## src/hw/rtl/nut_pkg.sv

```systemverilog
`timescale 1ns / 1ps
// Package of the node unique table: sizes, codes, the queued job word, the slot entry
// and the FNV-1a round. No dependencies.
package nut_pkg;

    localparam int TABLE_DEPTH = 1024;
    localparam int IDX_BITS    = $clog2(TABLE_DEPTH);
    localparam int VAR_BITS    = 20;
    localparam int ARC_BITS    = 32;
    localparam int REF_BITS    = 16;
    localparam int CNT_BITS    = IDX_BITS + 1;
    localparam int QUEUE_DEPTH = 2;

    localparam logic [63:0] FNV_BASIS = 64'hCBF29CE484222325;
    localparam logic [63:0] FNV_PRIME = 64'h00000100000001B3;
    localparam logic [REF_BITS-1:0] REF_MAX = {REF_BITS{1'b1}};

    typedef enum logic [1:0] {
        FUNC_LOOKUP  = 2'd0,
        FUNC_CREATE  = 2'd1,
        FUNC_ADD_REF = 2'd2,
        FUNC_RELEASE = 2'd3
    } func_t;

    typedef enum logic [2:0] {
        ST_FOUND     = 3'd0,
        ST_INSERTED  = 3'd1,
        ST_NOT_FOUND = 3'd2,
        ST_FULL      = 3'd3,
        ST_EMPTY     = 3'd4
    } status_t;

    typedef enum logic [2:0] {
        F_IDLE, F_MIX_VAR, F_MIX_LOW, F_MIX_HIGH, F_PUSH
    } front_state_t;

    typedef enum logic [1:0] {
        B_CLEAR, B_IDLE, B_READ, B_CMP
    } back_state_t;

    typedef struct packed {
        logic [1:0]          func;
        logic [VAR_BITS-1:0] var_number;
        logic [ARC_BITS-1:0] low_arc;
        logic [ARC_BITS-1:0] high_arc;
        logic                reduced_mark;
        logic [IDX_BITS-1:0] node_index;
        logic [IDX_BITS-1:0] hash;
    } job_t;

    typedef struct packed {
        logic                used;
        logic [VAR_BITS-1:0] var_number;
        logic [ARC_BITS-1:0] low_arc;
        logic [ARC_BITS-1:0] high_arc;
        logic                reduced;
        logic [REF_BITS-1:0] refs;
    } entry_t;

    // The prime is 2^40 + 0x1B3, so the product is a sum of shifted copies.
    function automatic logic [63:0] fnv_round(input logic [63:0] h, input logic [63:0] x);
        logic [63:0] m;
        m = h ^ x;
        return m + (m << 1) + (m << 4) + (m << 5) + (m << 7) + (m << 8) + (m << 40);
    endfunction

endpackage

```

## src/hw/rtl/nut_queue.sv

```systemverilog
`timescale 1ns / 1ps
// Short first-in first-out queue of hashed jobs between the front and back ends.
// Depends on nut_pkg.
module nut_queue import nut_pkg::*; (
    input  logic clk,
    input  logic rst_n,
    input  logic push_valid,
    output logic push_ready,
    input  job_t push_data,
    output logic pop_valid,
    input  logic pop_ready,
    output job_t pop_data
);

    localparam int PTR_BITS = $clog2(QUEUE_DEPTH);

    job_t                store_reg [QUEUE_DEPTH];
    logic [PTR_BITS-1:0] wr_ptr_reg, rd_ptr_reg;
    logic [PTR_BITS:0]   fill_reg, fill_next;
    logic                do_push, do_pop;

    assign push_ready = (fill_reg != PTR_BITS'(0) + (PTR_BITS+1)'(QUEUE_DEPTH));
    assign pop_valid  = (fill_reg != '0);
    assign pop_data   = store_reg[rd_ptr_reg];
    assign do_push    = push_valid && push_ready;
    assign do_pop     = pop_valid && pop_ready;

    always_comb
    begin
        fill_next = fill_reg;
        if (do_push && !do_pop)
        begin
            fill_next = fill_reg + 1'b1;
        end
        else if (do_pop && !do_push)
        begin
            fill_next = fill_reg - 1'b1;
        end
    end

    always_ff @(posedge clk or negedge rst_n)
    begin
        if (!rst_n)
        begin
            wr_ptr_reg <= '0;
            rd_ptr_reg <= '0;
            fill_reg   <= '0;
        end
        else
        begin
            fill_reg <= fill_next;
            if (do_push) wr_ptr_reg <= wr_ptr_reg + 1'b1;
            if (do_pop)  rd_ptr_reg <= rd_ptr_reg + 1'b1;
        end
    end

    always_ff @(posedge clk)
    begin
        if (do_push)
        begin
            store_reg[wr_ptr_reg] <= push_data;
        end
    end

endmodule

```

## config.mk

```make
export PLATFORM = sky130hd
export DESIGN_NAME = nut_queue
export DESIGN_NICKNAME = d
export VERILOG_FILES = /design/src/hw/rtl/nut_pkg.sv /design/src/hw/rtl/nut_queue.sv
export SDC_FILE = /design/constraint.sdc
export NUM_CORES = 1
export LEC_CHECK = 0
export BUFFER_PORTS_ARGS = -buffer_cell sky130_fd_sc_hd__buf_4
export CORE_MARGIN = 3
export CORE_UTILIZATION = 47
export DETAILED_ROUTE_END_ITERATION = 6
export PLACE_DENSITY = 0.82
export SYNTH_ARGS = -nofsm -noshare
export SYNTH_HDL_FRONTEND = slang
export SYNTH_SLANG_ARGS = --single-unit
```

## constraint.sdc

```tcl
create_clock -name clk -period 5.55 [get_ports clk]
set_clock_uncertainty 0.15 [all_clocks]
set_input_delay 0.555 -clock clk [delete_from_list [all_inputs] [get_ports clk]]
set_output_delay 0.555 -clock clk [all_outputs]
set_load 0.01 [all_outputs]
```

== After elaboration in Yosys (flattened, before gate mapping) ==
Memory sizes are Yosys's and may differ from the RTL's.
Cells that the tools add are included.
Storage, ports and cells
  bits in registers: 4
  latch bits: 0
  RAM bits: 214
  bits in read-only memories: 0
  input port bits: 111
  output and inout port bits: 109
  memories kept: 1
Memories
  store_reg: words 2, width 107, rd ports 1, clocked after Yosys merged registers in 0, write ports 1, RTL line nut_queue.sv:17  | job_t store_reg [QUEUE_DEPTH];
Operators by class
  add/subtract/negate cells: 4
  multipliers: 0
  div/mod/pow operators: 0
  magnitude comparators: 0
  equality and inequality tests: 1
  shift operators: 0
  multiplexer cells: 4
  bitwise logic cells: 0
  reduce and logical (&&, ||, !) cells: 8
Operators by type and width (number)
  $logic_and A1 B1 Y1: 4
  $mux W2: 2
  $reduce_bool A2 Y1: 2
  $add A1 B1 Y1 const B: 2
  $add A2 B1 Y2 const B: 1
  $logic_not A1 Y1: 2
  $mux W1: 2
  $ne A2 B2 Y1 const B: 1
  $sub A2 B1 Y2 const B: 1

== Logic depth before layout (Yosys ltp) ==
Gate-level depths: netlist (run 1).
  word-level depth: 6
  mapped depth: 7
  mapped depth without buffers: 7

== Least setup slack after synthesis (run 1) ==
No wires, ideal clock.
  path type: register -> register
  from: reg fill_reg[0]
  to: mem store_reg[0][0] (netlist name), enable pin
  library setup time: 0.574 ns
  arrival: 5.151 ns
  required time: 4.826 ns
  path slack: -0.325 ns
  cell stages (with the launch flop): 4
  buffers on the path: 0
  clock period less this slack: 5.875 ns
  cells stage by stage: dfrtp_1 nand2b_1 nand2_1 nor2_1
On the way
  cells in the longest elaborated chain, start to end: 4
RTL lines
  start, declared: RTL line nut_queue.sv:19  | logic [PTR_BITS:0] fill_reg, fill_next;
  start signal, assigned: RTL line nut_queue.sv:51  | fill_reg <= fill_next;
  $ne A2 B2 Y1: RTL line nut_queue.sv:22  | assign push_ready = (fill_reg != PTR_BITS'(0) + (PTR_BITS+1)'(QUEUE_DEPTH));
  named net push_ready: RTL line nut_queue.sv:8  | output logic push_ready,
  $logic_and A1 B1 Y1: RTL line nut_queue.sv:25  | assign do_push = push_valid && push_ready;
  $mux W1: RTL line nut_queue.sv:59  | if (do_push)
  $mux W1 (not written as such): RTL line nut_queue.sv:61  | store_reg[wr_ptr_reg] <= push_data;
  end, declared: RTL line nut_queue.sv:17
The timed path passes the listed nets, and every way through them passes these cells.

==> metrics.yaml, run 1 <==
status: "finished clean"
grtUsageTotal_pct: 15.7
htreeDepth: 1
netlist_instances: 351
setup-tns-final_ns: 0
syn_to_final_growth_pct: 32.7
grt_pass1_vias: 4516
critical_path.startpoint: "rd_ptr_reg"
clkTransAtPathRegs_ns: 0.06
nNetsFinal: 699
ctsResizeCount: 0
seq_area_um2: 6530
power_density_nw_per_um2: 528
vias: 4069
hp-class: "input pin to flip-flop"
worstRegToRegCells: 3
multi_input_area_um2: 1380
holdCritStartpoint: "push_data[47]"
die_w_um: 136
cts_setup_buffers: 0
arrival_ns: 2.76
largest_reg_flops: 214
seq_area_frac_synth_pct: 81.7
die_area_um2: 18600
hold_viol: 0
io_pins: 220
drt_first_pass_iters: 4
r2r_start: "fill_reg[0]"
clk_path_buf_depth: 3
instances_no_fill: 823
path_max_fanout: 80
start_util_pct: 48.2
max_freq_mhz: 289
drive_gt1_share_pct: 60.2
worst_pin_slew_ns: 1.16
row_count: 47
whs_ns: 0.0994
fin_crit_ns: 3.46
p_leak_nw: 4.01
wl_per_cell_um: 18.4
postSynthAreaPerCell_um2: 22.7
place_congestion: 0.720
grt_pass1_wl_um: 22700
grt-ovfl-total: 0
finalMaxSlewViolations: 0
holdPathEnd: "store_reg[0][47]"
fillers: 1138
crit_required_ns: 4.85
drv_cap: 0
start_kind: "flip-flop"
clk_latency_ns: 0.48
peakVddDrop_mv: 0.376
core_region_area_um2: 16600
drt_wl_total_um: 15200
ys_types: 15
die_height_um: 136
cts_tree: "done"
min_path_cells: 1
ctsRootBufferMaster: "clkbuf_16"
drt-vias-per-instance: 4.94
yosysWarnings: 0
fin_crit_sh_pct: 62.4
dp_cells: 782
setup_viol: 0
grt_setup_unrepaired: "false"
r2r_slack_ns: 2.93
dp_hpwl_um: 10200
ys_ff_latch: 218
portBuffers: 219
rr_endpoint: "store_reg[1][2]"
drc_errors: 0
cts.sinks: 218
syn_nets: 463
antenna_found_initial: 0
cts_buffers: 22
antenna_cells: 0
antenna_left: 0
slew_headroom_pct: 22.9
synth_area_um2: 7990
end_kind: "output pin"
worst-setup-path-type: "flip-flop to output pin"
grt_max_degree: 81
drt_first_iter_violations: 215
cell usage in the layout (no fill, tap or decap), drive strengths merged:
master and count:
clkinv 6, clkbuf 30, nor2 2, dlygate4sd3 1, clkinvlp 1, and3 1
bufinv 3, xnor2 3, mux2 107, xor2 2, nand2b 1, edfxtp 214
dfrtp 4, buf 223, nand2 2, or2 1, inv 1, ha 1
per-layer routing:
| layer | routed length (µm) | track usage, % |
|---|---|---|
| met5 | 0 | 0 |
| met4 | 492 | 5.38 |
| met1 | 5550 | 18.0 |
| met3 | 1150 | 4.77 |
| met2 | 7990 | 27.9 |
cell families (layout without fill, tap and decap cells):
family,after synthesis,count (layout),synth area share [%]
mux,107,107,16.0
flops,218,218,81.7
buf+inv,13,265,1.11
simple gates,7,7,0.423
xor+xnor,5,5,0.549
fa+ha+maj,1,1,0.157
critical path, cell delays in order, from the launching register on:
cell and delay, ns:
dfrtp_4 1.16, buf_4 0.52, mux2_2 0.39, buf_4 0.15
stage by stage:
step / utilization, % / setup WS, ns / power [mW] / area (µm²)
after CTS: 63.9 / 2.02 / 5.67 / 10600
after global placement: 59.5 / 2.65 / 4.12 / 9870
after global routing: 63.9 / 1.92 / 5.84 / 10600
final: 63.9 / 2.09 / 5.59 / 10600
after floorplan: - / 1.48 / 3.43 / 7990
after detailed placement: 59.5 / 2.55 / 4.19 / 9870
what timing repair did:
item | in CTS | in global routing
setup endpoints to repair | 0 | 0
hold endpoints to repair | 4 | 0
hold buffers | 1 | 0
synthesized netlist by cell type:
master / number / area, µm²
edfxtp_1: 214 / 6430
mux2_2: 87 / 980
mux2_4: 20 / 300
buf_2: 8 / 40.0
buf_6: 4 / 45.0
dfrtp_1: 4 / 100
xnor2_1: 3 / 26.3
nand2_1: 2 / 7.51
nor2_1: 2 / 7.51
xor2_1: 2 / 17.5
and3_1: 1 / 6.26
ha_1: 1 / 12.5
inv_1: 1 / 3.75
nand2b_1: 1 / 6.26
or2_2: 1 / 6.26
worst max path at each step:
stage,endpoint,cells past startpoint,slack (ns)
floorplan,store_reg[0][0],3,1.48
global placement,pop_data[5],3,2.65
detailed placement,pop_data[1],3,2.55
CTS,pop_data[1],3,2.02
global route,pop_data[1],3,1.92
finish,pop_data[1],3,2.09
power breakdown:
part           switching, mW  total [mW]  internal (mW)
clock                  0.559        1.46          0.898
combinational          0.740        1.66          0.923
sequential             0.218        2.47           2.26
total                   1.52        5.59           4.08
area by class of cell:
class                           instances  share of cell area (%)
Timing Repair Buffer                  224                    15.9
Sequential cell                       218                    61.6
Multi-Input combinational cell        120                    13.0
Clock inverter                         10                    1.16
Clock buffer                           30                    5.68
Tap cell                              220                    2.60
Inverter                                1                  0.0354
(Power assumes the default switching activity.)
==> run 2: changes to the inputs <==
- clock period: 5.55 -> 3.15 ns (I/O delays scaled with it)
==> run 2 against run 1 <==
Against the previous run:
- routed wire length is 17% higher
- die area is the same
- clock-buffer cell count decreased by 2
- critical endpoint is now pop_data[48]
- cell area rose by 10%
- sequential power is 72% higher
- critical path type unchanged
- power increased by 77%
- non-clock buffer count increased by 112
- highest routed layer unchanged
- global-route usage up 2.8 points
==> metrics.yaml, run 2 (same netlist as run 1, synthesis figures left out) <==
p_comb_share_pct: 32.8  # +3.1 points
die_height_um: 136  # unchanged
final_cell_mix: "225 x buf_4, 214 x edfxtp_1, 109 x dlygate4sd3_1, 87 x mux2_2, 23 x clkbuf_16"
cts_setup_buffers: 0  # unchanged
end_kind: "output pin"
io_pins: 220  # unchanged
cts.sinks: 218  # unchanged
grt_max_degree: 62  # -23%
max_freq_mhz: 373
p_leak_nw: 4.47  # +11%
row_count: 47  # unchanged
drt_first_iter_violations: 174  # -19%
setup_viol: 0  # unchanged
fin_util_pct: 70.4  # +6.5 points
crit_required_ns: 2.68  # -2.17 ns
dp_slack_ns: 0.958  # -1.59 ns
ctsResizeCount: 0  # unchanged
grt_pass1_wl_um: 26400  # +16%
power_density_nw_per_um2: 850  # +61%
cts_buffers: 22  # unchanged
nNetsFinal: 811  # +16%
fin_crit_ns: 2.68
clkTransAtPathRegs_ns: 0.06  # about the same
switching_share_pct: 28.1  # +0.95 points
start_util_pct: 48.2  # unchanged
cpMostUsedCell: "buf_4"
p_sw_mw: 2.78  # +84%
vias: 4550  # +12%
antenna_left: 0  # unchanged
grt_setup_unrepaired: "false"
fin_ws_ns: 0.471  # -1.61 ns
arrival_ns: 2.21  # -0.55 ns
place_area_um2: 9920  # +0.56%
clk_latency_ns: 0.49  # about the same
ctsRootBufferMaster: "clkbuf_16"
drt_wl_total_um: 17700  # +17%
grt_pass1_vias: 4989  # +10%
dp_hpwl_um: 10400  # +2.4%
crit_path_top_delay_cell: "dfrtp_4"
final_common_cell: "buf_4"
antenna_found_initial: 0  # unchanged
drc_errors: 0  # unchanged
portBuffers: 219  # unchanged
worst-setup-path-type: "flip-flop to output pin"
clock_power_share_pct: 24.3  # -1.7 points
start_kind: "flip-flop"
crit_chain: "buf_4 > mux2_2 > buf_4"
hold_viol: 0  # unchanged
path_max_fanout: 37  # -54%
drt-vias-per-instance: 4.88  # -1.4%
hp-class: "input pin to async pin"
finalMaxSlewViolations: 0  # unchanged
die_area_um2: 18600  # unchanged
fin_crit_sh_pct: 85.0
slew_headroom_pct: 49.7  # +27 points
place_congestion: 0.707  # -1.8%
htreeDepth: 1  # unchanged
drive_gt1_share_pct: 51.4  # -8.8 points
clk_path_buf_depth: 3  # unchanged
peakVddDrop_mv: 0.466  # +24%
grt-ovfl-total: 0  # unchanged
setup-tns-final_ns: 0  # unchanged
wl_per_cell_um: 19.0  # +3.1%
largest_reg_flops: 214  # unchanged
grtUsageTotal_pct: 18.5  # +2.8 points
status: "finished clean"
die_w_um: 136  # unchanged
cts_tree: "done"
drt_first_pass_iters: 4  # unchanged
drv_cap: 0  # unchanged
cpPeakStageDelay_ns: 0.78  # -0.38 ns
worst_pin_slew_ns: 0.754  # -0.403 ns
final_area_um2: 11700  # +10%
pwr-share-seq_pct: 42.9  # -1.3 points
core_region_area_um2: 16600  # unchanged
syn_to_final_growth_pct: 46.2
internal_power_mw: 7.13  # +75%
==> run 2: cell count changes in the layout (fill, tap and decap cells not counted), sizes merged <==
| cell | change |
|---|---|
| clkinv | +2 |
| bufinv | -2 |
| dlygate4sd3 | +108 |
| diode | +1 |
| clkinvlp | -1 |
| buf | +4 |
| clkbuf | -2 |
==> run 2: per-layer routing <==
layer	GRT usage (%)	share of wire, %	up-vias
met2	34.1	54	183
li1	-	-	2088
met3	4.63	6.1	44
met1	20.7	37	2235
met5	0	0	-
met4	6.22	2.7	0
==> run 2: final timing paths <==
kind	startpoint	endpoint	slack, ns	cells after the start
min in group clk	push_valid	wr_ptr_reg	0.08	3
worst min register to register	fill_reg[1]	fill_reg[1]	0.35	1
max in group asynchronous	rst_n	rd_ptr_reg	2.70	2
worst max-delay path	rd_ptr_reg	pop_data[48]	0.47	3
worst min-delay path	rst_n	fill_reg[1]	0.04	2
worst max register to register	fill_reg[0]	store_reg[0][87]	1.15	4
==> run 2: per-stage QoR <==
stage,std cells,hold slack [ns],power [mW]
floorplan,351,-0.131,6.00
global placement,786,-0.0390,7.33
detailed placement,786,-0.0356,7.45
CTS,932,0.00765,9.99
global route,932,0.0227,10.4
finish,933,0.0407,9.92
==> run 2: timing repair <==
item,in CTS,in global routing
hold buffers,109,0
endpoints found under the hold margin,219,0
endpoints found under the setup margin,0,0
==> run 2: area by class of cell <==
class | instances | area (µm²)
inverters | 1 | 3.75
repair buffers | 336 | 2820
multi-input cells | 120 | 1380
clock buffers | 28 | 594
fillers | 1033 | 4910
clock inverters | 9 | 65.1
flip-flops and latches | 218 | 6530
well taps | 220 | 275
diodes | 1 | 2.50
==> run 2: power groups by stage <==
stage               registers [mW]  logic (mW)  clock network [mW]
floorplan                     4.15        1.85                   0
global placement              4.27        3.06                   0
detailed placement            4.30        3.15                   0
CTS                           4.25        3.27                2.47
global route                  4.31        3.46                2.59
finish                        4.25        3.25                2.41
==> run 2: critical path: cells and delay by family (launching register included) <==
| family | cells | cell delay [ns] |
|---|---|---|
| flip-flops | 1 | 0.78 |
| buffers and inverters | 2 | 0.55 |
| multiplexers | 1 | 0.39 |
==> run 3: changes to the inputs <==
- HOLD_SLACK_MARGIN: default -> 0.15
==> run 3 against run 2 <==
Against the previous run:
- maximum frequency fell by 0.14%
- critical path depth unchanged
- worst setup slack worse by 0.0037 ns
- clock-buffer cell count stayed put
- clock power about the same
- register-to-register slack about the same
- largest power group unchanged
==> metrics.yaml, run 3 (same netlist as run 1, synthesis figures left out) <==
status: "finished clean"
p_leak_nw: 4.48  # +0.19%
drt-vias-per-instance: 4.88  # +0.12%
crit_path_top_delay_cell: "dfrtp_4"
drt_first_pass_iters: 4  # unchanged
clkTransAtPathRegs_ns: 0.06  # about the same
grt_pass1_wl_um: 26500  # +0.37%
grt_pass1_vias: 4995  # +0.12%
crit_required_ns: 2.68  # about the same
fin_crit_sh_pct: 85.1  # +0.12 points
grtUsageTotal_pct: 18.6  # +0.085 points
power_density_nw_per_um2: 848  # -0.13%
path_delay_family: "flip-flops"
p_comb_share_pct: 32.8  # about the same
pwr-share-seq_pct: 42.9  # about the same
setup_viol: 0  # unchanged
start_kind: "flip-flop"
final_area_um2: 11700  # +0.19%
clk_path_buf_depth: 3  # unchanged
clk_latency_ns: 0.48  # about the same
path_buf_inv: 2  # unchanged
place_congestion: 0.707  # unchanged
ctsRootBufferMaster: "clkbuf_16"
grt_setup_unrepaired: "false"
core_region_area_um2: 16600  # unchanged
portBuffers: 219  # unchanged
htreeDepth: 1  # unchanged
die_w_um: 136  # unchanged
path_max_fanout: 37  # unchanged
start_util_pct: 48.2  # unchanged
die_height_um: 136  # unchanged
internal_power_mw: 7.14  # about the same
grt_max_degree: 62  # unchanged
hold_viol: 0  # unchanged
row_count: 47  # unchanged
crit_chain: "buf_4 > mux2_2 > buf_4"
worst-setup-path-type: "flip-flop to output pin"
fin_crit_ns: 2.68  # +0.00370 ns
drive_gt1_share_pct: 51.3  # -0.14 points
arrival_ns: 2.22  # about the same
switching_share_pct: 28.1  # about the same
slew_headroom_pct: 50.0  # +0.30 points
finalMaxSlewViolations: 0  # unchanged
drc_errors: 0  # unchanged
peakVddDrop_mv: 0.466  # about the same
final_common_cell: "buf_4"
clock_power_share_pct: 24.3  # about the same
antenna_found_initial: 1  # +1
die_area_um2: 18600  # unchanged
cts_tree: "done"
syn_to_final_growth_pct: 46.5
vias: 4570  # +0.44%
drt_first_iter_violations: 165  # -5.2%
largest_reg_flops: 214  # unchanged
max_freq_mhz: 373  # -0.14%
drv_cap: 0  # unchanged
p_sw_mw: 2.79  # +0.16%
setup-tns-final_ns: 0  # unchanged
power_mw: 9.92  # about the same
cts.sinks: 218  # unchanged
cpMostUsedCell: "buf_4"
io_pins: 220  # unchanged
whs_ns: 0.349  # +0.309 ns
end_kind: "output pin"
final_cell_mix: "225 x buf_4, 214 x edfxtp_1, 111 x dlygate4sd3_1, 87 x mux2_2, 23 x clkbuf_16"
wl_per_cell_um: 19.0  # -0.26%
hp-class: "flip-flop to flip-flop"
drt_wl_total_um: 17800  # about the same
place_area_um2: 9920  # unchanged
dp_hpwl_um: 10400  # unchanged
nNetsFinal: 813  # +0.25%
antenna_left: 0  # unchanged
cts_buffers: 22  # unchanged
grt-ovfl-total: 0  # unchanged
ctsResizeCount: 0  # unchanged
worst_pin_slew_ns: 0.749  # -0.00452 ns
cpPeakStageDelay_ns: 0.78  # about the same
## run 3: final cells by class
class / instances / area [µm²]
multi-input cells: 120 / 1380
fillers: 1033 / 4890
diodes: 2 / 5.00
flip-flops and latches: 218 / 6530
clock buffers: 28 / 594
clock inverters: 9 / 65.1
well taps: 220 / 275
inverters: 1 / 3.75
repair buffers: 338 / 2840
## run 3: worst paths after layout
path	from	endpoint	slack (ns)	cells past startpoint
max	rd_ptr_reg	pop_data[48]	0.47	3
min	fill_reg[1]	fill_reg[1]	0.35	1
max reg2reg	fill_reg[0]	store_reg[0][87]	1.16	4
min reg2reg	fill_reg[1]	fill_reg[1]	0.35	1
max in group asynchronous	rst_n	rd_ptr_reg	2.07	3
min in group asynchronous	rst_n	wr_ptr_reg	0.60	3
## run 3: per-layer routing
layer | global-route usage [%] | routed length [µm] | share of wire (%)
met5 | 0 | 0 | 0
met1 | 21.0 | 6580 | 37
met3 | 4.52 | 1070 | 6.0
met4 | 6.22 | 448 | 2.5
met2 | 34.2 | 9660 | 54
## run 3: per-stage QoR
step / utilization, % / worst slack [ns] / instances
after detailed placement: 59.8 / 0.958 / 786
after CTS: 70.5 / 0.423 / 934
final: 70.5 / 0.468 / 936
after global routing: 70.5 / 0.353 / 935
after floorplan: - / 0.264 / 351
after global placement: 59.8 / 1.01 / 786
## run 3: power by group through the flow
stage                     clock network (mW)  registers, mW  logic [mW]
final                                   2.41           4.26        3.26
after CTS                               2.47           4.25        3.27
after floorplan                            0           4.15        1.85
after global placement                     0           4.27        3.06
after global routing                    2.59           4.31        3.47
after detailed placement                   0           4.30        3.15
## run 3: repair_timing
item	4_1_cts	5_1_grt
hold buffers	111	0
buffers inserted	0	0
endpoints found under the hold margin	221	0
