===== config.mk =====
export PLATFORM = sky130hd
export DESIGN_NAME = nut_front_flat
export DESIGN_NICKNAME = d
export VERILOG_FILES = /design/src/hw/rtl/nut_pkg.sv /design/src/hw/rtl/nut_if.sv /design/src/hw/rtl/nut_front.sv /design/src/flat_wrapper.sv
export SDC_FILE = /design/constraint.sdc
export NUM_CORES = 1
export LEC_CHECK = 0
export ABC_AREA = 1
export BUFFER_PORTS_ARGS = -buffer_cell sky130_fd_sc_hd__buf_2
export CORE_MARGIN = 3
export CORE_UTILIZATION = 35
export DETAILED_ROUTE_END_ITERATION = 10
export GPL_TIMING_DRIVEN = 0
export PLACE_DENSITY = 0.6
export SYNTH_ARGS = -nofsm -noshare
export SYNTH_HDL_FRONTEND = slang
export SYNTH_SLANG_ARGS = --single-unit
export TNS_END_PERCENT = 30

===== constraint.sdc =====
create_clock -name clk -period 5.7 [get_ports clk]
set_input_delay 0.57 -clock clk [delete_from_list [all_inputs] [get_ports clk]]
set_output_delay 0.57 -clock clk [all_outputs]
set_load 0.02 [all_outputs]

===== src/hw/rtl/nut_pkg.sv =====
`timescale 1ns / 1ps
// Package of the node unique table: sizes, codes, the queued job word, the slot entry
// and the FNV-1a round. No dependencies.
package nut_pkg;

    localparam int TABLE_DEPTH = 1024;
    localparam int IDX_BITS    = $clog2(TABLE_DEPTH);
    localparam int VAR_BITS    = 20;
    localparam int ARC_BITS    = 32;
    localparam int REF_BITS    = 16;
    localparam int CNT_BITS    = IDX_BITS + 1;
    localparam int QUEUE_DEPTH = 2;

    localparam logic [63:0] FNV_BASIS = 64'hCBF29CE484222325;
    localparam logic [63:0] FNV_PRIME = 64'h00000100000001B3;
    localparam logic [REF_BITS-1:0] REF_MAX = {REF_BITS{1'b1}};

    typedef enum logic [1:0] {
        FUNC_LOOKUP  = 2'd0,
        FUNC_CREATE  = 2'd1,
        FUNC_ADD_REF = 2'd2,
        FUNC_RELEASE = 2'd3
    } func_t;

    typedef enum logic [2:0] {
        ST_FOUND     = 3'd0,
        ST_INSERTED  = 3'd1,
        ST_NOT_FOUND = 3'd2,
        ST_FULL      = 3'd3,
        ST_EMPTY     = 3'd4
    } status_t;

    typedef enum logic [2:0] {
        F_IDLE, F_MIX_VAR, F_MIX_LOW, F_MIX_HIGH, F_PUSH
    } front_state_t;

    typedef enum logic [1:0] {
        B_CLEAR, B_IDLE, B_READ, B_CMP
    } back_state_t;

    typedef struct packed {
        logic [1:0]          func;
        logic [VAR_BITS-1:0] var_number;
        logic [ARC_BITS-1:0] low_arc;
        logic [ARC_BITS-1:0] high_arc;
        logic                reduced_mark;
        logic [IDX_BITS-1:0] node_index;
        logic [IDX_BITS-1:0] hash;
    } job_t;

    typedef struct packed {
        logic                used;
        logic [VAR_BITS-1:0] var_number;
        logic [ARC_BITS-1:0] low_arc;
        logic [ARC_BITS-1:0] high_arc;
        logic                reduced;
        logic [REF_BITS-1:0] refs;
    } entry_t;

    // The prime is 2^40 + 0x1B3, so the product is a sum of shifted copies.
    function automatic logic [63:0] fnv_round(input logic [63:0] h, input logic [63:0] x);
        logic [63:0] m;
        m = h ^ x;
        return m + (m << 1) + (m << 4) + (m << 5) + (m << 7) + (m << 8) + (m << 40);
    endfunction

endpackage


===== src/hw/rtl/nut_if.sv =====
`timescale 1ns / 1ps
// Request and response channel interfaces of the node unique table.
// Depends on nut_pkg.
interface nut_req_if import nut_pkg::*; ();
    logic                valid;
    logic                ready;
    logic [1:0]          func;
    logic [VAR_BITS-1:0] var_number;
    logic [ARC_BITS-1:0] low_arc;
    logic [ARC_BITS-1:0] high_arc;
    logic                reduced_mark;
    logic [IDX_BITS-1:0] node_index;

    modport source (output valid, func, var_number, low_arc, high_arc, reduced_mark,
                    node_index, input ready);
    modport sink (input valid, func, var_number, low_arc, high_arc, reduced_mark,
                  node_index, output ready);
endinterface



===== src/hw/rtl/nut_front.sv =====
`timescale 1ns / 1ps
// Front end: accepts a request word and hashes its key with FNV-1a, one round a cycle.
// Depends on nut_pkg and nut_if.
module nut_front import nut_pkg::*; (
    input  logic          clk,
    input  logic          rst_n,
    input  logic          clear_done,
    nut_req_if.sink       req,
    output logic          push_valid,
    input  logic          push_ready,
    output job_t          push_data
);

    front_state_t state_reg, state_next;
    job_t         job_reg;
    logic [63:0]  hash_reg, hash_next;

    always_comb
    begin
        state_next = state_reg;
        case (state_reg)
            F_IDLE:     if (req.valid && clear_done) state_next = F_MIX_VAR;
            F_MIX_VAR:  state_next = F_MIX_LOW;
            F_MIX_LOW:  state_next = F_MIX_HIGH;
            F_MIX_HIGH: state_next = F_PUSH;
            F_PUSH:     if (push_ready) state_next = F_IDLE;
            default:    state_next = F_IDLE;
        endcase
    end

    always_comb
    begin
        req.ready  = (state_reg == F_IDLE) && clear_done;
        push_valid = (state_reg == F_PUSH);
        push_data  = job_reg;
        push_data.hash = hash_reg[IDX_BITS-1:0];
        hash_next  = hash_reg;
        case (state_reg)
            F_IDLE:     hash_next = FNV_BASIS;
            F_MIX_VAR:  hash_next = fnv_round(hash_reg, 64'(job_reg.var_number));
            F_MIX_LOW:  hash_next = fnv_round(hash_reg, 64'(job_reg.low_arc));
            F_MIX_HIGH: hash_next = fnv_round(hash_reg, 64'(job_reg.high_arc));
            default:    hash_next = hash_reg;
        endcase
    end

    always_ff @(posedge clk or negedge rst_n)
    begin
        if (!rst_n)
        begin
            state_reg <= F_IDLE;
        end
        else
        begin
            state_reg <= state_next;
        end
    end

    always_ff @(posedge clk)
    begin
        hash_reg <= hash_next;
        if (req.valid && req.ready)
        begin
            job_reg.func         <= req.func;
            job_reg.var_number   <= req.var_number;
            job_reg.low_arc      <= req.low_arc;
            job_reg.high_arc     <= req.high_arc;
            job_reg.reduced_mark <= req.reduced_mark;
            job_reg.node_index   <= req.node_index;
            job_reg.hash         <= '0;
        end
    end

endmodule


===== src/flat_wrapper.sv =====
// flat-port wrapper written by rule: the top's interface ports become plain ports
module nut_front_flat import nut_pkg::*;
  (clk, rst_n, clear_done, push_valid, push_ready, push_data, req_valid, req_func, req_var_number, req_low_arc, req_high_arc, req_reduced_mark, req_node_index, req_ready);
  nut_req_if req_i ();
  input  logic clk;
  input  logic rst_n;
  input  logic clear_done;
  output logic push_valid;
  input  logic push_ready;
  output job_t push_data;
  input wire logic [$bits(req_i.valid)-1:0] req_valid;
  input wire logic [$bits(req_i.func)-1:0] req_func;
  input wire logic [$bits(req_i.var_number)-1:0] req_var_number;
  input wire logic [$bits(req_i.low_arc)-1:0] req_low_arc;
  input wire logic [$bits(req_i.high_arc)-1:0] req_high_arc;
  input wire logic [$bits(req_i.reduced_mark)-1:0] req_reduced_mark;
  input wire logic [$bits(req_i.node_index)-1:0] req_node_index;
  output wire logic [$bits(req_i.ready)-1:0] req_ready;
  assign req_i.valid = req_valid;
  assign req_i.func = req_func;
  assign req_i.var_number = req_var_number;
  assign req_i.low_arc = req_low_arc;
  assign req_i.high_arc = req_high_arc;
  assign req_i.reduced_mark = req_reduced_mark;
  assign req_i.node_index = req_node_index;
  assign req_ready = req_i.ready;
  nut_front u_core (.clk(clk), .rst_n(rst_n), .clear_done(clear_done), .req(req_i), .push_valid(push_valid), .push_ready(push_ready), .push_data(push_data));
endmodule

=== Yosys cells after proc, flatten, opt, wreduce, memory -nomap -nowiden ===
Cells that the tools add are included.

* Add/subtract/negate cells: 18
* Equal/unequal tests: 6
* Bitwise gates (word level): 3
* Reductions and logical operators: 6
* Multiplexer cells: 4

{| class="wikitable"
|+ Operator list
! operator !! count
|-
| adder 64 bit || 18
|-
| case mux 64 bit (4 select lines) || 1
|-
| XOR 64 x 32 -> 64 bit || 2
|-
| XOR 64 x 20 -> 64 bit || 1
|-
| case mux 3 bit (5 select lines) || 1
|-
| equality test 3 x 2 -> 1 bit, second input constant || 2
|-
| two-way mux 3 bit || 2
|-
| inequality test 2 x 1 -> 1 bit, second input constant || 2
|-
| nonzero test 4 bit || 1
|-
| equality test 3 x 1 -> 1 bit, second input constant || 1
|-
| equality test 3 bit, second input constant || 1
|-
| logical AND 1 bit || 3
|-
| zero test 3 bit || 1
|-
| AND reduction 2 bit || 1
|}

* Flip-flop bits (word level): 164
* Input port bits: 102

=== Longest topological paths before layout ===
Gate-level depths: netlist of the first run.

* Depth after elaboration: 8
* Gate-level depth with buffers: 24
* Mapped depth without buffers: 24

=== Least setup slack after synthesis of the first run ===
Ideal clock, no wire load.

* Path kind: register -> register
* From: register u_core.state_reg[1]
* To: register u_core.job_reg (netlist bit u_core.push_data[100]) (enable)
* Required time: 5.147 ns
* Buffers on the path: 0
* Path slack: 0.409 ns
* Arrival time: 4.738 ns
* Stages on the path, launching flop included: 4
* Cell sequence: dfrtp_1 -> inv_1 -> nand2_1 -> nor2_1

* Word-level cells in the longest chain between the ends: 3

{| class="wikitable"
|+ Ends and longest elaborated chain
! item !! line !! source
|-
| from (decl) || nut_front.sv:14 || <nowiki>front_state_t state_reg, state_next;</nowiki>
|-
| from (signal assigned) || nut_front.sv:55 || <nowiki>state_reg <= state_next;</nowiki>
|-
| zero test 3 bit || nut_front.sv:33 || <nowiki>req.ready = (state_reg == F_IDLE) && clear_done;</nowiki>
|-
| logical AND 1 bit || nut_front.sv:33 ||
|-
| logical AND 1 bit || nut_front.sv:62 || <nowiki>if (req.valid && req.ready)</nowiki>
|-
| to (decl) || nut_front.sv:15 || <nowiki>job_t job_reg;</nowiki>
|}

No other way between the ends.
A chain may end at the register's enable or synchronous reset.

=== Worst setup path after layout of the first run ===
* From: register u_core.hash_reg[0]
* To: register u_core.hash_reg[9], data pin

* Word-level cells in the longest chain between the ends: 8
* Elaborated cells between the ends (all ways): 22
* Classes of those cells: add/sub (18); mux (1); bitwise (3)

{| class="wikitable"
|+ Ends and longest elaborated chain
! item !! line !! source
|-
| from (decl) || nut_front.sv:16 || <nowiki>logic [63:0] hash_reg, hash_next;</nowiki>
|-
| from (signal assigned) || nut_front.sv:61 || <nowiki>hash_reg <= hash_next;</nowiki>
|-
| XOR 64 x 32 -> 64 bit / XOR 64 x 20 -> 64 bit (equally long branches) || nut_pkg.sv:63 || <nowiki>m = h ^ x;</nowiki>
|-
| adder 64 bit (6 in a row) || nut_pkg.sv:64 || <nowiki>return m + (m << 1) + (m << 4) + (m << 5) + (m << 7) + (m << 8) + (m << 40);</nowiki>
|-
| case mux 64 bit (4 select lines) (*) || nut_front.sv:38 || <nowiki>case (state_reg)</nowiki>
|-
| named net u_core.hash_next[9] || nut_front.sv:16 ||
|}

The timed path passes the listed nets; every way through them passes the cells marked *.

==> impl_metrics.toml, run 1 <==
[worst_setup_path]
worstPathMaxFanout = 4
critPathMaxStageDelay_ns = 0.57
cp_top_family = "adder cells"
r2r_cells = 22
criticalPathCategory = "reg -> reg"
crit_path_frequent_cell = "nand2_1"
r2r_start = "u_core.hash_reg[0]"
critPathRequiredTime_ns = 5.80
cp_slowest_cell = "xnor2_1"
crit_buf_inv = 5
crit_path_start_kind = "register"
endpoint_kind = "register"
crit_chain = "xnor2_1, inv_1, fa_1, inv_1, fa_1, inv_1, ha_1, ha_1, ha_1, fa_1, nand3_1, nand2_1, nand2_1, nand2_1, inv_1, nand3_1, nand2_1, nand2_1, nand3_1, nand2_1, inv_1, nand3_1"
r2r_setup_slack_ns = 0.97
reg2reg_to = "u_core.hash_reg[9]"
arrival_ns = 4.83

[synthesis]
synth_xor_xnor_area_share_pct = 6.318
yosysUniqueCellTypes = 34
synth_top_area_cell = "edfxtp_1"
syn-num-nets = 756
yosysWarnings = 0
synth-simple-area-share_pct = 12.31
synth-seq-cells = 110
synthAdderAreaFrac_pct = 21.90
synthMuxAreaShare_pct = 0
synth_top_family_by_area = "adder cells"
synth.area.top_cells = "edfxtp_1, ha_1, fa_1"
synth.avg_cell_area_um2 = 11.55
synth-compound-area-share_pct = 2.267
yosysTopAreaCellShare_pct = 49.77
synthCells = 559
seq_area_frac_synth_pct = 50.93
netlist_area_um2 = 6456

[drt]
drc = 0
wl_per_cell_um = 15.32
routed_wl_mm = 15.60
via_per_inst = 4.449
ant_nets = 0
drt_iter0_drc = 179
firstDrtPassIters = 4
vias = 4529

[clocking]
cts_resized = 0
clk_pin_slew_ns = 0.08
clock_sinks = 110
cts_buffer_depth = 2
cts_tree = "done"
clk_latency_ns = 0.35
cts-buffers-inserted = 9
cts_max_level = 3
clock-root-buffer = "clkbuf_16"

[finish]
drive_gt1_share_pct = 32.95
largest_reg_flops = 97
final_cell_mix = "buf_2, nand2_1, edfxtp_1, inv_1, ha_1"
diodes = 0
areaGrowthSynthToFinish_pct = 26.36
fin_cells = 1018
final_common_cell = "buf_2"
nNetsFinal = 981

[sta]
drv_slew = 0
holdWs_ns = 0.3869
fin_crit_ns = 4.729
finalCritPeriodShare_pct = 82.97
final.setup.tns_ns = 0
relSlewSlack_pct = 59.02
setup_ws_ns = 0.9706
max_freq_mhz = 211.4
worst_pin_slew_ns = 0.6103
setup_violations = 0
hold_viol_final = 0
skew_ns = 0.006298
rsz0062_at_grt = "no"

[floorplan]
die_x_um = 141.8
io-pin-count = 211
num_rows = 49
fp.dieH_um = 141.8
fp.coreArea_um2 = 18020
start_util_pct = 35.82
die-area_um2 = 20110

[global_routing]
grt_overflow = 0
grt_max_degree = 37
grt_antenna_before_repair = 0
grt_pass1_wl_mm = 24.57
grt_pass1_vias = 4778
grt_util_all_layers_pct = 16.08

[worst_hold_path]
min_to = "u_core.push_data[76]"
hold_path_class = "in -> reg"
whs_path_depth = 1
hp-start = "req_low_arc[23]"

[status]
outcome = "completed"

[placed_design]
place_ws_ns = 0.9400
dp_hpwl_mm = 12.95
io_buffers = 210
dpl.cell_count = 1001
globalplace.congestion = 0.8244

[job]
drv_cap = 0
worst max path at each step:
stage               slack [ns]  cells after the start                 from                     to
floorplan                 0.41                      3  u_core.state_reg[1]  u_core.push_data[100]
global placement         -1.62                      3           clear_done   u_core.push_data[37]
detailed placement        0.94                     22   u_core.hash_reg[0]     u_core.hash_reg[9]
CTS                       0.92                     22   u_core.hash_reg[0]     u_core.hash_reg[9]
global route              0.61                     22   u_core.hash_reg[0]     u_core.hash_reg[9]
finish                    0.97                     22   u_core.hash_reg[0]     u_core.hash_reg[9]
final cells by class:
type	instances	area (um^2)
clock inverters	7	61.31
flip-flops and latches	110	3288
clock buffers	9	225.2
well taps	229	286.5
repair buffers	214	1121
inverters	102	382.9
fillers	1718	9867
multi-input cells	343	2770
plain buffers	4	22.52
routing by layer:
metal / GRT usage (%) / vias up / share of wire (%)
li1: - / 2270 / -
met1: 18.67 / 2085 / 39
met2: 27.03 / 161 / 48
met3: 7.347 / 13 / 11
met4: 4.242 / 0 / 1.4
met5: 0 / - / 0
logic make-up after synthesis:
| kind of cell | Yosys count |
|---|---|
| adders and majority gates | 95 |
| AOI/OAI and AO/OA | 25 |
| DFF | 110 |
| xor gates and xnor gates | 44 |
| buffers and inverters | 106 |
| and+or+nand+nor | 179 |
Yosys cell counts, drive strengths merged:
| master | n |
|---|---|
| buf | 4 |
| nand4 | 2 |
| a21oi | 13 |
| o2111ai | 1 |
| dfrtp | 3 |
| a221oi | 1 |
| ha | 65 |
| nor2 | 16 |
| a21o | 2 |
| xor2 | 23 |
| nand3b | 1 |
| fa | 30 |
| nor3 | 3 |
| nand2 | 134 |
| edfxtp | 107 |
| nand3 | 22 |
| a31oi | 1 |
| xnor2 | 21 |
| o221ai | 1 |
| o21ai | 4 |
| or2 | 1 |
| o211ai | 1 |
| inv | 102 |
| o22ai | 1 |
metrics by stage:
stage / utilization (%) / area [um^2]
2_1_floorplan: - / 6456
3_3_place_gp: 43.24 / 7794
3_5_place_dp: 43.61 / 7861
4_1_cts: 45.26 / 8158
5_1_grt: 45.26 / 8158
6_report: 45.26 / 8158
what timing repair did:
action / 4_1_cts / 5_1_grt
hold endpoints to repair: 3 / 0
buffers inserted: 0 / 0
hold buffers: 1 / 0
endpoints found under the setup margin: 0 / 0
Power of run 1 is left out: the tool's default activity adds up to more than one toggle a clock period on the data nets, which glitch-free logic cannot reach.
==> inputs of run 2 (changes only) <==
- ABC_AREA: 1 -> 0
- PLACE_DENSITY: 0.6 -> 0.58
- clock period: 5.7 -> 4.6 ns (I/O delays scaled with it)
==> impl_metrics.toml, run 2 <==
[clocking]
clk_pin_slew_ns = 0.08
cts-buffers-inserted = 9
clk_latency_ns = 0.35
clock-root-buffer = "clkbuf_16"
cts_max_level = 3
cts_tree = "done"
clock_sinks = 110
cts_buffer_depth = 2

[drt]
vias = 3936
via_per_inst = 4.509
drt_iter0_drc = 155
routed_wl_mm = 15.06
firstDrtPassIters = 4
wl_per_cell_um = 17.25
ant_nets = 0
drc = 0

[sta]
worst_pin_slew_ns = 0.5548
max_freq_mhz = 224.4
setup_ws_ns = 0.1446
skew_ns = 0.008888
final.setup.tns_ns = 0
relSlewSlack_pct = 62.98
fin_crit_ns = 4.455
finalCritPeriodShare_pct = 96.86
hold_viol_final = 0
setup_violations = 0
holdWs_ns = 0.2802
drv_slew = 0

[synthesis]
synth_top_area_cell = "edfxtp_1"
yosysWarnings = 0
synthTopCellsByCount = "edfxtp_1, ha_1, inv_1, xnor2_1, fa_1"
yosysUniqueCellTypes = 33
synthCells = 402
synth_enable_flop_cells = 107
synth_ff_type = "edfxtp_1"
synth.area.top_cells = "edfxtp_1, ha_1, fa_1"
syn-num-nets = 599
yosysMostFrequentCell = "edfxtp_1"
seq_area_frac_synth_pct = 54.67
synth-seq-cells = 110
yosysTopAreaCellShare_pct = 53.42
synth.avg_cell_area_um2 = 14.96
synthArstFlopShare_pct = 2.727
netlist_area_um2 = 6015

[global_routing]
grt_max_degree = 78
grt_util_all_layers_pct = 16.21
grt_pass1_vias = 4495
grt_pass1_wl_mm = 23.00
grt_overflow = 0
grt_antenna_before_repair = 0

[worst_setup_path]
r2r_cells = 15
crit_buf_inv = 2
criticalPathCategory = "reg -> reg"
r2r_start = "u_core.hash_reg[0]"
worstPathMaxFanout = 5
arrival_ns = 4.56
critPathMaxStageDelay_ns = 0.53
endpoint_kind = "register"
crit_path_start_kind = "register"
cp_top_family = "adder cells"
critPathRequiredTime_ns = 4.70
crit_chain = "buf_6, xnor2_4, fa_1, fa_1, inv_1, ha_1, ha_1, ha_1, fa_2, a21o_1, a21oi_2, xnor2_2, xnor2_1, xnor2_1, a211o_1"
crit_path_frequent_cell = "ha_1"
cp_slowest_cell = "edfxtp_1"
startpoint = "u_core.hash_reg[0]"
critical_path_depth = 15

[floorplan]
die-area_um2 = 18790
num_rows = 47
die_x_um = 137.1
start_util_pct = 36.01
fp.dieH_um = 137.1
io-pin-count = 211
fp.coreArea_um2 = 16700

[placed_design]
dp_hpwl_mm = 12.21
globalplace.congestion = 0.8030
io_buffers = 210
place_ws_ns = -0.4521

[finish]
fin_util_pct = 48.83
final_cell_mix = "buf_2, edfxtp_1, ha_1, inv_1, xnor2_1"
drive_gt1_share_pct = 44.87
final_common_cell = "buf_2"
diodes = 0
nNetsFinal = 845
areaGrowthSynthToFinish_pct = 35.59
largest_reg_flops = 97

[worst_hold_path]
whs_path_depth = 1
hp-start = "req_high_arc[24]"
hold_path_class = "in -> reg"

[job]
drv_cap = 0

[status]
outcome = "completed"
==> run 2: stage by stage <==
| step | std cells | area [um^2] |
|---|---|---|
| global placement | 832 | 7348 |
| global route | 873 | 8155 |
| detailed placement | 833 | 7378 |
| CTS | 866 | 8009 |
| finish | 873 | 8155 |
| floorplan | 402 | 6022 |
==> run 2: logic make-up (layout without fill, tap and decap cells) <==
kind of cell / after synthesis / count (layout) / synth area share, %
multiplexers: 6 / 6 / 1.082
adder cells (fa/ha/maj): 96 / 96 / 23.67
AND/OR/NAND/NOR: 26 / 26 / 1.956
XOR/XNOR: 73 / 73 / 11.34
AO/OA/AOI/OAI: 33 / 33 / 3.661
buffers and inverters: 58 / 309 / 3.620
flip-flops: 110 / 110 / 54.67
==> run 2: worst paths after layout <==
path,to,slack (ns)
min reg2reg,u_core.state_reg[2],0.70
min,u_core.push_data[45],0.28
max,u_core.hash_reg[9],0.14
max in group asynchronous,u_core.state_reg[0],4.04
max reg2reg,u_core.hash_reg[9],0.14
min in group asynchronous,u_core.state_reg[1],0.45
==> run 2: what timing repair did <==
item	4_1_cts	5_1_grt
hold buffers	1	0
pin swaps	9	15
gates resized for setup	24	15
endpoints found under the hold margin	3	0
endpoints found under the setup margin	1	1
buffers inserted	17	7
==> run 2: cell type report <==
class,count,area [um^2]
fillers,1503,8546
flip-flops and latches,110,3288
multi-input cells,234,2803
repair buffers,236,1285
well taps,220,275.3
clock buffers,10,229.0
inverters,52,195.2
clock inverters,6,61.31
plain buffers,5,18.77
==> run 2: routing by layer <==
layer	global-route usage, %	vias to the layer above	part of all wire [%]
li1	-	1879	-
met1	17.24	1891	35
met2	29.02	147	53
met3	6.507	19	9.1
met4	5.654	0	2.5
met5	0	-	0
Power of run 2 is left out for the same reason.
==> inputs of run 3 (changes only) <==
- CTS_BUF_LIST: default -> sky130_fd_sc_hd__clkbuf_16
==> impl_metrics.toml, run 3 (same netlist as run 2, synthesis figures left out) <==
[worst_setup_path]
criticalPathCategory = "reg -> reg"
r2r_start = "u_core.hash_reg[0]"
r2r_setup_slack_ns = 0.15
endpoint_kind = "register"
crit_path_start_kind = "register"
arrival_ns = 4.56
reg2reg_to = "u_core.hash_reg[9]"
worstPathMaxFanout = 5
critPathRequiredTime_ns = 4.70
r2r_cells = 15

[drt]
wl_per_cell_um = 17.24
drt_iter0_drc = 155
firstDrtPassIters = 4
via_per_inst = 4.514
drc = 0
ant_nets = 0
vias = 3941
routed_wl_mm = 15.05

[sta]
drv_slew = 0
setup_ws_ns = 0.1454
fin_crit_ns = 4.455
skew_ns = 0.009405
worst_pin_slew_ns = 0.5474
hold_viol_final = 0
setup_violations = 0
max_freq_mhz = 224.5
relSlewSlack_pct = 63.47
finalCritPeriodShare_pct = 96.84

[status]
outcome = "completed"

[finish]
largest_reg_flops = 97
nNetsFinal = 845
final_cell_mix = "buf_2, edfxtp_1, ha_1, inv_1, xnor2_1"
fin_util_pct = 48.83
final_common_cell = "buf_2"
diodes = 0
drive_gt1_share_pct = 44.87
areaGrowthSynthToFinish_pct = 35.59
fin_cells = 873
nFillCells = 1503
final_area_um2 = 8155

[placed_design]
place_area_um2 = 7378
place_ws_ns = -0.4521
dp_hpwl_mm = 12.21
dpl.cell_count = 833
io_buffers = 210
globalplace.congestion = 0.8030

[clocking]
clk_pin_slew_ns = 0.08
clock-root-buffer = "clkbuf_16"
clk_latency_ns = 0.35
cts-buffers-inserted = 9
cts_buffer_depth = 2
cts_tree = "done"
cts_max_level = 3
clock_sinks = 110

[global_routing]
grt_antenna_before_repair = 0
grt_pass1_vias = 4495
grt_max_degree = 78
grt_pass1_wl_mm = 23.00
grt_util_all_layers_pct = 16.21
grt_overflow = 0

[floorplan]
die_x_um = 137.1
fp.dieH_um = 137.1
num_rows = 47
die-area_um2 = 18790
fp.coreArea_um2 = 16700
io-pin-count = 211
start_util_pct = 36.01

[worst_hold_path]
hold_path_class = "in -> reg"
hp-start = "req_high_arc[24]"
whs_path_depth = 1
min_to = "u_core.push_data[45]"

[job]
drv_cap = 0
run 3: cell count changes in the layout (fill, tap and decap cells not counted), sizes merged:
cell | previous run | this run
inv | 55 | 56
clkbuf | 15 | 14
run 3: how the worst max path moves through the flow:
stage | start | endpoint | slack, ns
2_1_floorplan | u_core.hash_reg[4] | u_core.hash_reg[9] | 0.0008
3_3_place_gp | u_core.hash_reg[0] | u_core.hash_reg[9] | -0.46
3_5_place_dp | u_core.hash_reg[0] | u_core.hash_reg[9] | -0.45
4_1_cts | u_core.hash_reg[1] | u_core.hash_reg[9] | 0.01
5_1_grt | u_core.hash_reg[4] | u_core.hash_reg[9] | -0.03
6_report | u_core.hash_reg[0] | u_core.hash_reg[9] | 0.15
run 3: area by class of cell:
class	instances	area (um^2)	area share (%)
Inverter	52	195.2	2.393
Tap cell	220	275.3	3.375
Clock buffer	9	225.2	2.762
Sequential cell	110	3288	40.32
Clock inverter	7	65.06	0.7978
Timing Repair Buffer	236	1285	15.76
Buffer	5	18.77	0.2301
Multi-Input combinational cell	234	2803	34.37
run 3: worst max-delay path, cell delays in order, from the launching register on:
cell	delay, ns
edfxtp_1	0.53
buf_6	0.19
xnor2_4	0.23
fa_1	0.46
fa_1	0.52
inv_1	0.04
ha_1	0.29
ha_1	0.30
ha_1	0.23
fa_2	0.37
a21o_1	0.18
a21oi_2	0.16
xnor2_2	0.14
xnor2_1	0.16
xnor2_1	0.12
a211o_1	0.29
run 3: per-layer routing:
metal  track usage (%)  wire [um]
met1             17.24       5262
met2             29.02       8046
met3             6.507       1369
met4             5.654        374
met5                 0          0
run 3: through the flow:
step / setup TNS [ns] / hold slack [ns]
after floorplan: 0 / 0.1644
after global placement: -0.4609 / 0.2571
after global routing: -0.02941 / 0.2686
final: 0 / 0.2798
after CTS: 0 / 0.2743
after detailed placement: -0.4521 / 0.2598
run 3: what timing repair did:
action,CTS,global route
setup endpoints to repair,1,1
hold endpoints to repair,3,0
hold buffers,1,0
setup buffers,17,7
resized for setup,24,15
pin swaps,9,15
Power of run 3 is left out for the same reason.
